<file path="src/hw/rtl/pfc_pkg.sv">
package pfc_pkg;

    // Square geometry and letter codes (letter index 0 = a)
    localparam logic [2:0] SIDE_LAST = 3'd4;
    localparam logic [4:0] CELLS     = 5'd25;
    localparam logic [4:0] LETTERS   = 5'd26;
    localparam logic [4:0] LET_I     = 5'd8;
    localparam logic [4:0] LET_J     = 5'd9;
    localparam logic [4:0] LET_X     = 5'd23;

    localparam logic [7:0] ASCII_UPPER_A = 8'd65;
    localparam logic [7:0] ASCII_UPPER_Z = 8'd90;
    localparam logic [7:0] ASCII_LOWER_A = 8'd97;
    localparam logic [7:0] ASCII_LOWER_Z = 8'd122;
    localparam logic [6:0] OUT_BASE      = 7'd97;

    typedef enum logic [1:0] {
        OP_CLEAR  = 2'd0,
        OP_KEY    = 2'd1,
        OP_FINISH = 2'd2,
        OP_TEXT   = 2'd3
    } t_opcode;

    typedef enum logic [2:0] {
        ST_IDLE,
        ST_FILL,
        ST_POS,
        ST_SQ,
        ST_EMIT2
    } t_state;

    typedef struct packed {
        t_opcode    opcode;
        logic [7:0] char_byte;
        logic       message_last;
    } t_in;

    typedef struct packed {
        logic [6:0] letter;
        logic       pair_second;
        logic       message_end;
    } t_out;

    typedef struct packed {
        logic       valid;
        logic [4:0] idx;
    } t_letter;

    // ASCII byte to letter index, j folded into i
    function automatic t_letter letter_of(input logic [7:0] b);
        t_letter    r;
        logic [7:0] v;
        r.valid = 1'b0;
        v       = 8'd0;
        if (b >= ASCII_UPPER_A && b <= ASCII_UPPER_Z) begin
            v       = b - ASCII_UPPER_A;
            r.valid = 1'b1;
        end else if (b >= ASCII_LOWER_A && b <= ASCII_LOWER_Z) begin
            v       = b - ASCII_LOWER_A;
            r.valid = 1'b1;
        end
        r.idx = v[4:0];
        if (r.idx == LET_J) begin
            r.idx = LET_I;
        end
        return r;
    endfunction

    // Row of a cell index below 25
    function automatic logic [2:0] row_of(input logic [4:0] p);
        logic [2:0] r;
        if (p >= 5'd20)      r = 3'd4;
        else if (p >= 5'd15) r = 3'd3;
        else if (p >= 5'd10) r = 3'd2;
        else if (p >= 5'd5)  r = 3'd1;
        else                 r = 3'd0;
        return r;
    endfunction

    // Column of a cell index below 25
    function automatic logic [2:0] col_of(input logic [4:0] p);
        logic [2:0] r;
        logic [4:0] base;
        logic [4:0] diff;
        r    = row_of(p);
        base = {r, 2'b00} + {2'b00, r};
        diff = p - base;
        return diff[2:0];
    endfunction

    // One step around the row or column, backward for decrypt
    function automatic logic [2:0] shift5(input logic [2:0] x, input logic back);
        logic [2:0] r;
        if (back) r = (x == 3'd0) ? SIDE_LAST : x - 3'd1;
        else      r = (x == SIDE_LAST) ? 3'd0 : x + 3'd1;
        return r;
    endfunction

    function automatic logic [4:0] cell_of(input logic [2:0] row, input logic [2:0] col);
        return {row, 2'b00} + {2'b00, row} + {2'b00, col};
    endfunction

endpackage

</file>
<file path="src/hw/rtl/pfc_ram.sv">
module pfc_ram #(
    parameter int WIDTH = 5,
    parameter int DEPTH = 26,
    localparam int AW = $clog2(DEPTH)
) (
    input  logic             i_clk,
    input  logic             i_we,
    input  logic [AW-1:0]    i_waddr,
    input  logic [WIDTH-1:0] i_wdata,
    input  logic             i_re,
    input  logic [AW-1:0]    i_raddr0,
    input  logic [AW-1:0]    i_raddr1,
    output logic [WIDTH-1:0] o_rdata0,
    output logic [WIDTH-1:0] o_rdata1
);

    logic [WIDTH-1:0] r_mem [DEPTH];
    logic [WIDTH-1:0] r_rdata0;
    logic [WIDTH-1:0] r_rdata1;

    // One write port
    always_ff @(posedge i_clk) begin
        if (i_we) begin
            r_mem[i_waddr] <= i_wdata;
        end
    end

    // Two registered read ports, data holds between reads
    always_ff @(posedge i_clk) begin
        if (i_re) begin
            r_rdata0 <= r_mem[i_raddr0];
            r_rdata1 <= r_mem[i_raddr1];
        end
    end

    assign o_rdata0 = r_rdata0;
    assign o_rdata1 = r_rdata1;

endmodule

</file>
<file path="src/hw/rtl/playfair_cipher_engine.sv">
// Pair path: a text byte that completes a pair reads its two places, then its two square
// cells, then presents its first letter and its second one, each held under output backpressure.
// Input is refused (o_in_ready low) until the pair's second letter is registered or the finish
// walk over all 26 letters ends; key bytes and clears complete while idle.
// Reset: synchronous active low; clears used bits, fill count, held letter and direction.
// The square and place memories are not cleared; a key must be built before text.
module playfair_cipher_engine (
    input  logic          i_clk,
    input  logic          i_rst_n,
    input  logic          i_in_valid,
    output logic          o_in_ready,
    input  pfc_pkg::t_in  i_in_data,
    output logic          o_out_valid,
    input  logic          i_out_ready,
    output pfc_pkg::t_out o_out_data,
    input  logic          i_cfg_valid,
    output logic          o_cfg_ready,
    input  logic          i_cfg_data
);

    pfc_pkg::t_state r_state, n_state;
    logic [25:0]     r_used, n_used;
    logic [4:0]      r_fill, n_fill;
    logic [4:0]      r_held, n_held;
    logic            r_held_v, n_held_v;
    logic            r_dir;
    logic [4:0]      r_walk, n_walk;
    logic            r_end, n_end;
    logic            r_out_valid, n_out_valid;
    pfc_pkg::t_out   r_out, n_out;

    pfc_pkg::t_letter lt;
    logic             in_fire;
    logic             out_free;
    logic             pair_go;
    logic [4:0]       pair_a;
    logic [4:0]       pair_b;
    logic             pair_end;

    logic             place_we;
    logic [4:0]       place_letter;
    logic [4:0]       place_rd0;
    logic [4:0]       place_rd1;
    logic [4:0]       sq_addr0;
    logic [4:0]       sq_addr1;
    logic [4:0]       sq_rd0;
    logic [4:0]       sq_rd1;
    logic             sq_re;

    logic [2:0]       r1, c1, r2, c2;

    assign lt          = pfc_pkg::letter_of(i_in_data.char_byte);
    assign in_fire     = i_in_valid && o_in_ready;
    assign out_free    = !r_out_valid || i_out_ready;
    assign o_in_ready  = (r_state == pfc_pkg::ST_IDLE);
    assign o_cfg_ready = 1'b1;
    assign o_out_valid = r_out_valid;
    assign o_out_data  = r_out;

    // Pair formation from a text transaction
    always_comb begin
        pair_go  = 1'b0;
        pair_a   = r_held;
        pair_b   = lt.idx;
        pair_end = i_in_data.message_last;
        if (in_fire && i_in_data.opcode == pfc_pkg::OP_TEXT) begin
            if (lt.valid) begin
                if (r_held_v) begin
                    pair_go = 1'b1;
                end else if (i_in_data.message_last) begin
                    pair_go  = 1'b1;
                    pair_a   = lt.idx;
                    pair_b   = pfc_pkg::LET_X;
                    pair_end = 1'b1;
                end
            end else if (i_in_data.message_last && r_held_v) begin
                pair_go  = 1'b1;
                pair_b   = pfc_pkg::LET_X;
                pair_end = 1'b1;
            end
        end
    end

    // Key placement from a key byte or the finish walk
    always_comb begin
        place_letter = (r_state == pfc_pkg::ST_FILL) ? r_walk : lt.idx;
        place_we     = 1'b0;
        if (!r_used[place_letter] && r_fill < pfc_pkg::CELLS) begin
            if (r_state == pfc_pkg::ST_FILL) begin
                place_we = (r_walk != pfc_pkg::LET_J);
            end else if (in_fire && i_in_data.opcode == pfc_pkg::OP_KEY) begin
                place_we = lt.valid;
            end
        end
    end

    // Square addresses from the two places
    always_comb begin
        r1       = pfc_pkg::row_of(place_rd0);
        c1       = pfc_pkg::col_of(place_rd0);
        r2       = pfc_pkg::row_of(place_rd1);
        c2       = pfc_pkg::col_of(place_rd1);
        sq_re    = (r_state == pfc_pkg::ST_POS);
        if (r1 == r2) begin
            sq_addr0 = pfc_pkg::cell_of(r1, pfc_pkg::shift5(c1, r_dir));
            sq_addr1 = pfc_pkg::cell_of(r2, pfc_pkg::shift5(c2, r_dir));
        end else if (c1 == c2) begin
            sq_addr0 = pfc_pkg::cell_of(pfc_pkg::shift5(r1, r_dir), c1);
            sq_addr1 = pfc_pkg::cell_of(pfc_pkg::shift5(r2, r_dir), c2);
        end else begin
            sq_addr0 = pfc_pkg::cell_of(r1, c2);
            sq_addr1 = pfc_pkg::cell_of(r2, c1);
        end
    end

    // Letter to cell index; writes never meet a pending read of the same transaction
    pfc_ram #(.WIDTH(5), .DEPTH(26)) u_place (
        .i_clk    (i_clk),
        .i_we     (place_we),
        .i_waddr  (place_letter),
        .i_wdata  (r_fill),
        .i_re     (pair_go),
        .i_raddr0 (pair_a),
        .i_raddr1 (pair_b),
        .o_rdata0 (place_rd0),
        .o_rdata1 (place_rd1)
    );

    // Cell index to letter
    pfc_ram #(.WIDTH(5), .DEPTH(25)) u_square (
        .i_clk    (i_clk),
        .i_we     (place_we),
        .i_waddr  (r_fill),
        .i_wdata  (place_letter),
        .i_re     (sq_re),
        .i_raddr0 (sq_addr0),
        .i_raddr1 (sq_addr1),
        .o_rdata0 (sq_rd0),
        .o_rdata1 (sq_rd1)
    );

    // Next state
    always_comb begin
        n_state = r_state;
        case (r_state)
            pfc_pkg::ST_IDLE: begin
                if (in_fire && i_in_data.opcode == pfc_pkg::OP_FINISH) begin
                    n_state = pfc_pkg::ST_FILL;
                end else if (pair_go) begin
                    n_state = pfc_pkg::ST_POS;
                end
            end
            pfc_pkg::ST_FILL: begin
                if (r_walk == pfc_pkg::LETTERS - 5'd1) begin
                    n_state = pfc_pkg::ST_IDLE;
                end
            end
            pfc_pkg::ST_POS: n_state = pfc_pkg::ST_SQ;
            pfc_pkg::ST_SQ: begin
                if (out_free) n_state = pfc_pkg::ST_EMIT2;
            end
            pfc_pkg::ST_EMIT2: begin
                if (out_free) n_state = pfc_pkg::ST_IDLE;
            end
            default: n_state = pfc_pkg::ST_IDLE;
        endcase
    end

    // Datapath and output register
    always_comb begin
        n_used      = r_used;
        n_fill      = r_fill;
        n_held      = r_held;
        n_held_v    = r_held_v;
        n_walk      = r_walk;
        n_end       = r_end;
        n_out_valid = r_out_valid;
        n_out       = r_out;
        if (r_out_valid && i_out_ready) begin
            n_out_valid = 1'b0;
        end
        if (place_we) begin
            n_used[place_letter] = 1'b1;
            n_fill               = r_fill + 5'd1;
        end
        case (r_state)
            pfc_pkg::ST_IDLE: begin
                n_walk = 5'd0;
                if (in_fire) begin
                    case (i_in_data.opcode)
                        pfc_pkg::OP_CLEAR: begin
                            n_used   = '0;
                            n_fill   = 5'd0;
                            n_held_v = 1'b0;
                        end
                        pfc_pkg::OP_TEXT: begin
                            if (pair_go) begin
                                n_held_v = 1'b0;
                                n_end    = pair_end;
                            end else if (lt.valid) begin
                                n_held   = lt.idx;
                                n_held_v = 1'b1;
                            end
                        end
                        default: ;
                    endcase
                end
            end
            pfc_pkg::ST_FILL: n_walk = r_walk + 5'd1;
            pfc_pkg::ST_SQ: begin
                if (out_free) begin
                    n_out_valid       = 1'b1;
                    n_out.letter      = pfc_pkg::OUT_BASE + {2'b00, sq_rd0};
                    n_out.pair_second = 1'b0;
                    n_out.message_end = 1'b0;
                end
            end
            pfc_pkg::ST_EMIT2: begin
                if (out_free) begin
                    n_out_valid       = 1'b1;
                    n_out.letter      = pfc_pkg::OUT_BASE + {2'b00, sq_rd1};
                    n_out.pair_second = 1'b1;
                    n_out.message_end = r_end;
                end
            end
            default: ;
        endcase
    end

    // Control registers
    always_ff @(posedge i_clk) begin
        if (!i_rst_n) begin
            r_state     <= pfc_pkg::ST_IDLE;
            r_used      <= '0;
            r_fill      <= 5'd0;
            r_held_v    <= 1'b0;
            r_out_valid <= 1'b0;
            r_dir       <= 1'b0;
        end else begin
            r_state     <= n_state;
            r_used      <= n_used;
            r_fill      <= n_fill;
            r_held_v    <= n_held_v;
            r_out_valid <= n_out_valid;
            if (i_cfg_valid && o_cfg_ready) begin
                r_dir <= i_cfg_data;
            end
        end
    end

    // Payload registers
    always_ff @(posedge i_clk) begin
        r_held <= n_held;
        r_walk <= n_walk;
        r_end  <= n_end;
        r_out  <= n_out;
    end

`ifndef SYNTHESIS
    a_fill_bound: assert property (@(posedge i_clk) disable iff (!i_rst_n)
        r_fill <= pfc_pkg::CELLS)
        else $error("fill count beyond square size");

    a_no_replace: assert property (@(posedge i_clk) disable iff (!i_rst_n)
        place_we |=> r_used[$past(place_letter)] && r_fill == $past(r_fill) + 5'd1)
        else $error("placement did not mark letter and advance fill");

    a_fill_skips_j: assert property (@(posedge i_clk) disable iff (!i_rst_n)
        (r_state == pfc_pkg::ST_FILL && place_we) |-> place_letter != pfc_pkg::LET_J)
        else $error("finish walk placed j");

    a_pos_to_sq: assert property (@(posedge i_clk) disable iff (!i_rst_n)
        (r_state == pfc_pkg::ST_POS) |=> (r_state == pfc_pkg::ST_SQ))
        else $error("square read not issued after place read");

    a_second_letter: assert property (@(posedge i_clk) disable iff (!i_rst_n)
        (r_state == pfc_pkg::ST_EMIT2 && out_free) |=>
            (o_out_valid && o_out_data.pair_second))
        else $error("second letter of pair not presented");
`endif

endmodule

</file>
<file path="config.mk">
export PLATFORM = sky130hd
export DESIGN_NAME = playfair_cipher_engine
export DESIGN_NICKNAME = d
export VERILOG_FILES = /design/src/hw/rtl/pfc_pkg.sv /design/src/hw/rtl/pfc_ram.sv /design/src/hw/rtl/playfair_cipher_engine.sv
export SDC_FILE = /design/constraint.sdc
export NUM_CORES = 1
export LEC_CHECK = 0
export BUFFER_PORTS_ARGS = -buffer_cell sky130_fd_sc_hd__buf_2
export CAP_MARGIN = 10
export CORE_ASPECT_RATIO = 1.1
export CORE_MARGIN = 3
export CORE_UTILIZATION = 40
export DETAILED_ROUTE_END_ITERATION = 12
export SLEW_MARGIN = 15
export SYNTH_ARGS = -nofsm -noshare
export SYNTH_HDL_FRONTEND = slang
export SYNTH_SLANG_ARGS = --single-unit
</file>
<file path="constraint.sdc">
create_clock -name i_clk -period 9.81 [get_ports i_clk]
set_input_delay 0.4905 -clock i_clk [delete_from_list [all_inputs] [get_ports i_clk]]
set_output_delay 0.4905 -clock i_clk [all_outputs]
set_load 0.02 [all_outputs]
</file>
==> results of run 1 <==
[critical path, stage by stage, from the launching register on]
cell and delay [ps]:
edfxtp_1 480, o21ai_1 540, o21ai_0 510, fa_1 620, or3b_2 490, o311a_1 140, o311ai_2 210, inv_1 220
ha_1 260, nor2b_1 130, a211oi_1 280, ha_1 230, fa_1 230, xnor2_1 130, mux2_2 390, nor2_1 790
a22oi_1 160, a311oi_1 420, nor4_1 120
[state kept, by name, summed over array words and instances (netlist names)]
register / flops
u_square.o_rdata0: 5
u_square.o_rdata1: 5
r_held_v: 1
r_held: 5
o_out_data: 9
u_place.r_mem: 130
r_walk: 5
r_used: 26
o_out_valid: 1
r_end: 1
u_place.o_rdata0: 5
r_dir: 1
r_fill: 5
u_place.o_rdata1: 5
u_square.r_mem: 125
r_state: 3
[cell families after synthesis]
| logic type | count (synthesis) | share of synthesized area |
|---|---|---|
| AOI/OAI and AO/OA | 392 | 0.153 |
| and+or+nand+nor | 522 | 0.135 |
| buffers and inverters | 144 | 0.0333 |
| adders and majority gates | 56 | 0.0428 |
| xor gates and xnor gates | 24 | 0.0116 |
| other | 1 | 0.000208 |
| muxes | 152 | 0.0921 |
| DFF | 332 | 0.532 |
[layer usage]
metal  track usage  share of wire  vias to the layer above
met3        0.0309          0.067                       92
met1         0.297           0.44                     6623
met2         0.336           0.46                      484
met5             0              0                        -
li1              -              -                     6174
met4        0.0561          0.025                        0
[layout make-up]
type	count	share of cell area
Clock buffer	44	0.0506
Tap cell	581	0.0362
Timing Repair Buffer	65	0.0209
Sequential cell	332	0.478
Clock inverter	23	0.00904
Multi-Input combinational cell	1147	0.395
Inverter	54	0.0101
[cell usage after synthesis, drive strengths merged, types with 8 or more instances]
master / count
xnor2: 18
mux2: 13
nand2: 202
nor2b: 43
o2bb2ai: 8
fa: 10
buf: 30
o21ai: 41
clkbuf: 60
a21oi: 80
or3: 8
mux2i: 129
o221ai: 15
nor2: 105
o22ai: 13
ha: 45
a31oi: 22
dfxtp: 37
mux4: 10
nor3: 29
a21o: 13
and2: 13
inv: 54
a211oi: 82
o21a: 32
a221oi: 15
edfxtp: 295
nand3: 69
nand2b: 12
[how the worst max path moves through the flow]
stage | from | endpoint | slack (ps) | cells after the start
4_1_cts | u_place.o_rdata0[2] | u_square.o_rdata0[4] | 3020 | 18
3_3_place_gp | u_place.o_rdata0[2] | u_square.o_rdata0[2] | 3270 | 18
5_1_grt | u_place.o_rdata0[2] | u_square.o_rdata0[4] | 2880 | 18
6_report | u_place.o_rdata0[2] | u_square.o_rdata0[4] | 3170 | 18
2_1_floorplan | u_place.o_rdata0[3] | u_square.o_rdata0[3] | 4650 | 24
3_5_place_dp | u_place.o_rdata0[2] | u_square.o_rdata0[4] | 3070 | 18
[stage by stage]
stage | util | total power [mW] | hold slack [ps] | instances | setup slack, ps
after floorplan | - | 1.75 | 435 | 1623 | 4650
after global placement | 0.424 | 1.83 | 445 | 2179 | 3270
after detailed placement | 0.424 | 1.84 | 454 | 2179 | 3070
after CTS | 0.451 | 3.20 | 168 | 2246 | 3020
after global routing | 0.451 | 3.29 | 190 | 2246 | 2880
final | 0.451 | 3.19 | 186 | 2246 | 3170
[power breakdown]
| group | internal, mW | switching, mW | leakage (nW) |
|---|---|---|---|
| clock network | 0.778 | 0.597 | 0.584 |
| registers | 1.54 | 0.00558 | 3.15 |
| logic | 0.0883 | 0.182 | 3.60 |
==> flow_summary.json, run 1 <==
{
  "setup_viol": 0,
  "grt_pass1_wl_um": 77900,
  "critPathLaunchType": "register",
  "status": "finished, final reports clean",
  "ys_ff_latch": 332,
  "die_w_um": 209,
  "ant_nets": 0,
  "cts_tree": "built",
  "post-cts-setup-buffers": 0,
  "hold_depth": 1,
  "peakVddDrop_mv": 0.106,
  "post_cts_resized": 0,
  "max_freq_mhz": 151,
  "wirelength_um": 51000,
  "critPathMaxFanout": 12,
  "die-area_mm2": 0.0477,
  "clock_path_buffers": 3,
  "routabilityCongestion": 0.885,
  "start_util": 0.406,
  "postCtsHoldBufs": 0,
  "viasPerCell": 5.95,
  "layout.nets": 1709,
  "ys_types": 86,
  "hold_end": "r_end",
  "hold_viol": 0,
  "final_design_area_no_fill_mm2": 0.0201,
  "grt_use_total": 0.209,
  "wl_per_cell_um": 22.7,
  "dr.pass1.iters": 5,
  "yosysTopAreaCell": "edfxtp_1",
  "fp.dieH_um": 229,
  "power_density_mw_per_mm2": 159,
  "synth.area.top_cells": "edfxtp_1 (49%), mux2i_1 (7.2%), nand2_1 (4.2%), dfxtp_1 (4.1%), a211oi_1 (3.4%)",
  "crit-reg2reg-launch": "u_place.o_rdata0[2]",
  "syn_nets": 1695,
  "path_class": "reg -> reg",
  "yosys_warnings": 0,
  "period_share": 0.676,
  "worst_slew_pin_slew_ps": 1260,
  "grt_max_degree": 61,
  "rsz0062_at_grt": "false",
  "synth_ff_type": "edfxtp_1",
  "netlist_instances": 1623,
  "io_buffers": 27,
  "grt_pass1_vias": 12893,
  "final_common_cell": "edfxtp_1",
  "r2r-end": "u_square.o_rdata0[4]",
  "fin_tns_setup_ps": 0,
  "dp_hpwl_um": 34700,
  "seq_area_frac_synth": 0.532,
  "layout_common_cells": "edfxtp_1 (295), nand2_1 (201), mux2i_1 (128)",
  "clk_latency_ps": 550,
  "multiInputGateArea_mm2": 0.00792,
  "min-delay-start": "i_in_data[0]",
  "cts_buffers": 37,
  "num_vias": 13373,
  "nFillCells": 4078,
  "globalRouteOverflowTotal": 0,
  "num_rows": 81,
  "syn_area_per_cell_um2": 11.1,
  "place_area_mm2": 0.0188,
  "cts_root_buf": "clkbuf_16",
  "ff2ff_path_depth": 18,
  "p_leak_nw": 7.33,
  "syn2layout_area_growth_pct": 11.2,
  "cp_data_arrival_time_ps": 6900,
  "synth_async_sr_flop_share": 0,
  "fin_skew_ps": 32.5,
  "antennaDiodeCount": 0,
  "io_pins": 29,
  "seq_area_mm2": 0.00960,
  "maxSlewViolCount": 0,
  "clk_pin_slew_ps": 60,
  "cp-end-kind": "register",
  "drt_iter0_drc": 1358,
  "yosysTopAreaCellShare": 0.491,
  "relSlewSlack": 0.153,
  "syn_area_mm2": 0.0181,
  "rrSetupSlack_ps": 3170,
  "maxCapViolations": 0,
  "synth-edff-count": 295,
  "required_ps": 10070,
  "drc": 0,
  "cts_sinks": 332,
  "post-route-min-period_ps": 6640,
  "antenna_found_initial": 0,
  "min_path_type": "in -> reg",
  "coreArea_mm2": 0.0445,
  "cts_htree_levels": 2,
  "drive_above_1_share": 0.109
}
No activity file was read; power rests on OpenSTA's default activity.
==> run 2, diff against run 1 <==
- clock period: 9.81 -> 5.4 ns (I/O delays scaled with it)
==> run 2 against run 1 <==
- register-to-register slack lost 2900 ps
- sequential power grew 82%
- critical path depth grew 5
- cell count grew 3.2%
- fmax grew 30%
- non-clock buffer count grew 73
- via count grew 2.0%
- worst setup slack lost 2900 ps
- clock skew shrank 15 ps
==> flow_summary.json, run 2 (synthesis results as in run 1) <==
{
  "status": "finished, final reports clean",
  "period_share": 0.946,
  "grt_use_total": 0.212,
  "clkPwrFrac": 0.435,
  "max_freq_mhz": 196,
  "drive_above_1_share": 0.156,
  "cp-end-kind": "register",
  "place_inst": 2241,
  "globalRouteOverflowTotal": 0,
  "routabilityCongestion": 0.919,
  "maxCapViolations": 0,
  "syn2layout_area_growth_pct": 15.2,
  "cp_data_arrival_time_ps": 5390,
  "relSlewSlack": 0.234,
  "setup_viol": 0,
  "io_buffers": 27,
  "reg_top3": "u_place.r_mem (130), u_square.r_mem (125), r_used (26)",
  "drc": 0,
  "peakVddDrop_mv": 0.155,
  "critPathMaxFanout": 5,
  "fp.dieH_um": 229,
  "antenna_found_initial": 0,
  "num_vias": 13643,
  "clk_pin_slew_ps": 60,
  "num_rows": 81,
  "layout.nets": 1781,
  "power_density_mw_per_mm2": 284,
  "path_buf_inv": 5,
  "p_leak_nw": 7.65,
  "crit-reg2reg-launch": "u_place.o_rdata0[1]",
  "largest-register": "u_place.r_mem",
  "wl_per_cell_um": 22.3,
  "cts_sinks": 332,
  "antennaDiodeCount": 0,
  "io_pins": 29,
  "ant_nets": 0,
  "critPathLaunchType": "register",
  "start_util": 0.406,
  "hold_viol": 0,
  "path_class": "reg -> reg",
  "clock_path_buffers": 3,
  "swShare": 0.235,
  "required_ps": 5680,
  "grt_pass1_vias": 13264,
  "combPwrFrac": 0.091,
  "fin_cells": 2318,
  "cts_tree": "built",
  "worst_slew_pin_slew_ps": 1140,
  "die-area_mm2": 0.0477,
  "crit_start": "u_place.o_rdata0[1]",
  "cts_root_buf": "clkbuf_16",
  "cts_buffers": 36,
  "dr.pass1.iters": 6,
  "drt_iter0_drc": 1565,
  "dp_hpwl_um": 37000,
  "slowest_delay_ps": 490,
  "grt_max_degree": 39,
  "grt_pass1_wl_um": 79000,
  "wirelength_um": 51700,
  "viasPerCell": 5.89,
  "min_path_type": "in -> reg",
  "post-route-min-period_ps": 5110,
  "fin_skew_ps": 17.9,
  "maxSlewViolCount": 0,
  "seq_power_share": 0.474,
  "largest_reg_flops": 130,
  "cp_top_family": "adder cells",
  "p_switching_mw": 1.39,
  "cts_htree_levels": 2,
  "min-delay-start": "i_cfg_valid",
  "cpMaxStageDelayCell": "fa_1",
  "die_w_um": 209,
  "clk_latency_ps": 540,
  "coreArea_mm2": 0.0445,
  "final_common_cell": "edfxtp_1",
  "layout_common_cells": "edfxtp_1 (295), nand2_1 (200), mux2i_1 (127)",
  "power.internal_mw": 4.52,
  "postLayoutCoreUtil": 0.468,
  "path_cells": "nand2b_1 -> nor2_1 -> nor3_1 -> inv_1 -> nand2_1 -> inv_1 -> ha_1 -> inv_1 -> fa_1 -> or3b_2 -> o311a_1 -> o311ai_2 -> buf_4 -> fa_1 -> fa_1 -> o21ai_0 -> o21ai_1 -> mux2_2 -> buf_4 -> nand2_1 -> o22ai_1 -> a211oi_1 -> nor4_1"
}
-- run 2: changes by cell type in the layout (fill, tap and decap cells not counted), sizes merged --
cell / previous run / this run
inv: 60 / 57
clkbuf: 44 / 47
clkinvlp: 3 / 1
dlygate4sd3: 0 / 2
clkinv: 13 / 10
bufinv: 1 / 5
buf: 65 / 136
-- run 2: final cells by class --
type / instances / area [µm²]
Sequential cell: 332 / 9600
Clock inverter: 19 / 262
Inverter: 54 / 203
Fill cell: 4074 / 23700
Tap cell: 581 / 727
Timing Repair Buffer: 138 / 1030
Clock buffer: 47 / 973
Multi-Input combinational cell: 1147 / 8010
-- run 2: final timing paths --
kind	endpoint	slack, ps	cells past startpoint
worst min register to register	r_used[21]	470	1
worst min-delay path	r_dir	20	3
worst max-delay path	u_square.o_rdata0[1]	290	23
worst max register to register	u_square.o_rdata0[1]	290	23
-- run 2: metal layers --
layer	part of all wire	GRT usage
met1	0.44	0.304
met2	0.46	0.341
met3	0.076	0.0275
met4	0.021	0.0534
met5	0	0
-- run 2: worst min-delay path, delay by kind of cell --
family / cells / cell delay [ps]
muxes: 1 / 60
and+or+nand+nor: 1 / 90
buffers and inverters: 1 / 80
-- run 2: what timing repair did --
item                       CTS  global route
setup endpoints to repair    4            10
gates resized for setup      2            26
hold endpoints to repair     2             0
hold buffers                 2             0
pin swaps                    0             5
setup buffers                0             9
-- run 2: through the flow --
step,hold WS [ps],power [mW],TNS (ps),setup WS [ps],instance area (µm²)
2_1_floorplan,392,3.19,0,242,18100
3_3_place_gp,446,3.37,0,79.5,19400
3_5_place_dp,453,3.37,-469,-140,19400
5_1_grt,13.8,6.10,-3.41,-3.41,20800
4_1_cts,5.79,5.93,0,119,20600
6_report,17.6,5.91,0,291,20800
-- run 2: power by group through the flow --
| stage | Sequential, mW | Combinational [mW] | Clock (mW) |
|---|---|---|---|
| 2_1_floorplan | 2.86 | 0.334 | 0 |
| 3_5_place_dp | 2.86 | 0.514 | 0 |
| 3_3_place_gp | 2.86 | 0.510 | 0 |
| 4_1_cts | 2.80 | 0.519 | 2.61 |
| 6_report | 2.80 | 0.539 | 2.57 |
| 5_1_grt | 2.80 | 0.582 | 2.72 |
==> run 3, diff against run 2 <==
- CORE_UTILIZATION: 40 -> 58
- PLACE_DENSITY: not set -> 0.77
- TNS_END_PERCENT: not set -> 5
==> run 3 against run 2 <==
- combinational power is 2% lower
- utilization is 20 points higher
- die area is 30% lower
- critical path depth is 1 higher
- global-route usage is 8.7 points higher
- worst setup slack worse by 83 ps
- cell area is 1.8% lower
- largest power group unchanged
==> flow_summary.json, run 3 (synthesis results as in run 1) <==
{
  "syn2layout_area_growth_pct": 13.2,
  "min_path_type": "in -> reg",
  "io_buffers": 27,
  "maxCapViolations": 0,
  "cts_buffers": 35,
  "io_pins": 29,
  "min-delay-start": "i_cfg_data",
  "grt_pass1_vias": 13851,
  "coreArea_mm2": 0.0306,
  "grt_use_total": 0.299,
  "crit-reg2reg-launch": "u_place.o_rdata0[3]",
  "power_density_mw_per_mm2": 287,
  "routabilityCongestion": 0.996,
  "die_w_um": 174,
  "clock_path_buffers": 3,
  "p_leak_nw": 7.52,
  "whs_ps": 42.1,
  "drt_iter0_drc": 1976,
  "dr.pass1.iters": 6,
  "antenna_found_initial": 0,
  "rrSetupSlack_ps": 210,
  "worst_slew_pin_slew_ps": 1130,
  "viasPerCell": 6.66,
  "largest-register": "u_place.r_mem",
  "final_common_cell": "edfxtp_1",
  "hold_end": "r_dir",
  "grt_max_degree": 81,
  "post-route-min-period_ps": 5190,
  "die-area_mm2": 0.0333,
  "critPathLaunchType": "register",
  "required_ps": 5690,
  "ant_nets": 0,
  "layout_common_cells": "edfxtp_1 (295), nand2_1 (200), mux2i_1 (125)",
  "period_share": 0.961,
  "clk_pin_slew_ps": 60,
  "cp_data_arrival_time_ps": 5480,
  "maxSlewViolCount": 0,
  "cts_htree_levels": 2,
  "fin_skew_ps": 34.5,
  "clk_latency_ps": 550,
  "crit_start": "u_place.o_rdata0[3]",
  "num_vias": 14089,
  "largest_reg_flops": 130,
  "drc": 0,
  "cts_root_buf": "clkbuf_16",
  "layout.nets": 1749,
  "power_mw": 5.86,
  "globalRouteOverflowTotal": 0,
  "num_rows": 67,
  "r2r-end": "u_square.o_rdata0[2]",
  "setup_viol": 0,
  "antennaDiodeCount": 0,
  "reg_top3": "u_place.r_mem (130), u_square.r_mem (125), r_used (26)",
  "fp.dieH_um": 191,
  "cts_sinks": 332,
  "max_freq_mhz": 193,
  "relSlewSlack": 0.238,
  "hold_viol": 0,
  "drive_above_1_share": 0.144,
  "start_util": 0.590,
  "cp-end-kind": "register",
  "critPathMaxFanout": 49,
  "path_class": "reg -> reg",
  "dp_hpwl_um": 34500,
  "ff2ff_path_depth": 24,
  "wl_per_cell_um": 23.8,
  "status": "finished, final reports clean",
  "peakVddDrop_mv": 0.303,
  "grt_pass1_wl_um": 77400,
  "hold_depth": 3,
  "wirelength_um": 50400,
  "cts_tree": "built"
}
## run 3: area by class of cell
class / count / area [µm²]
clock buffer: 46 / 1010
clock inverter: 17 / 208
fill: 2207 / 10200
inverter: 54 / 203
multi-input combinational: 1147 / 8070
sequential: 332 / 9600
tap: 414 / 518
timing repair buffer: 107 / 821
## run 3: timing repair
item,CTS,global route
hold buffers,1,0
endpoints found under the hold margin,1,0
buffers inserted,0,4
gates resized for setup,4,37
endpoints found under the setup margin,4,10
pin swaps,0,5
## run 3: through the flow
stage	TNS [ps]	util	worst slack, ps	cells	instance area (µm²)
after detailed placement	-109	0.620	-60.7	2049	19000
after global placement	0	0.620	201	2049	19000
final	0	0.668	208	2117	20400
after floorplan	0	-	242	1623	18100
after CTS	0	0.661	52.2	2113	20200
after global routing	-271	0.668	-86.7	2117	20400
## run 3: worst max-delay path by stage
stage / endpoint / cells past startpoint
global route: u_square.o_rdata0[2] / 25
finish: u_square.o_rdata0[2] / 24
global placement: u_square.o_rdata1[1] / 22
detailed placement: u_square.o_rdata0[0] / 23
floorplan: u_square.o_rdata0[3] / 24
CTS: u_square.o_rdata1[1] / 22
## run 3: per-layer routing
| metal | part of all wire | up-vias | global-route usage |
|---|---|---|---|
| li1 | - | 6257 | - |
| met1 | 0.40 | 6828 | 0.402 |
| met2 | 0.46 | 852 | 0.482 |
| met3 | 0.11 | 152 | 0.0685 |
| met4 | 0.034 | 0 | 0.102 |
| met5 | 0 | - | 0 |
## run 3: critical path: stages, from the launching register on
cell and delay (ps):
edfxtp_1 390, o21bai_1 180, a21oi_1 150, nor3_1 90, inv_1 80, nand2_1 70
inv_1 80, ha_1 130, inv_1 50, fa_2 370, or3b_2 490, o311a_1 150
o311ai_2 90, inv_1 140, ha_1 220, nor2b_1 150, a211oi_2 250, ha_2 300
nor2_1 160, or2_2 160, buf_12 240, mux2i_1 400, o22ai_1 160, a211oi_2 270
nor4_1 80
## run 3: power breakdown
| part | internal, mW | leakage, nW | total (mW) | switching, mW |
|---|---|---|---|---|
| clock network | 1.49 | 0.600 | 2.52 | 1.04 |
| registers | 2.79 | 3.05 | 2.80 | 0.00996 |
| logic | 0.188 | 3.87 | 0.530 | 0.341 |
| total | 4.47 | 7.52 | 5.86 | 1.39 |
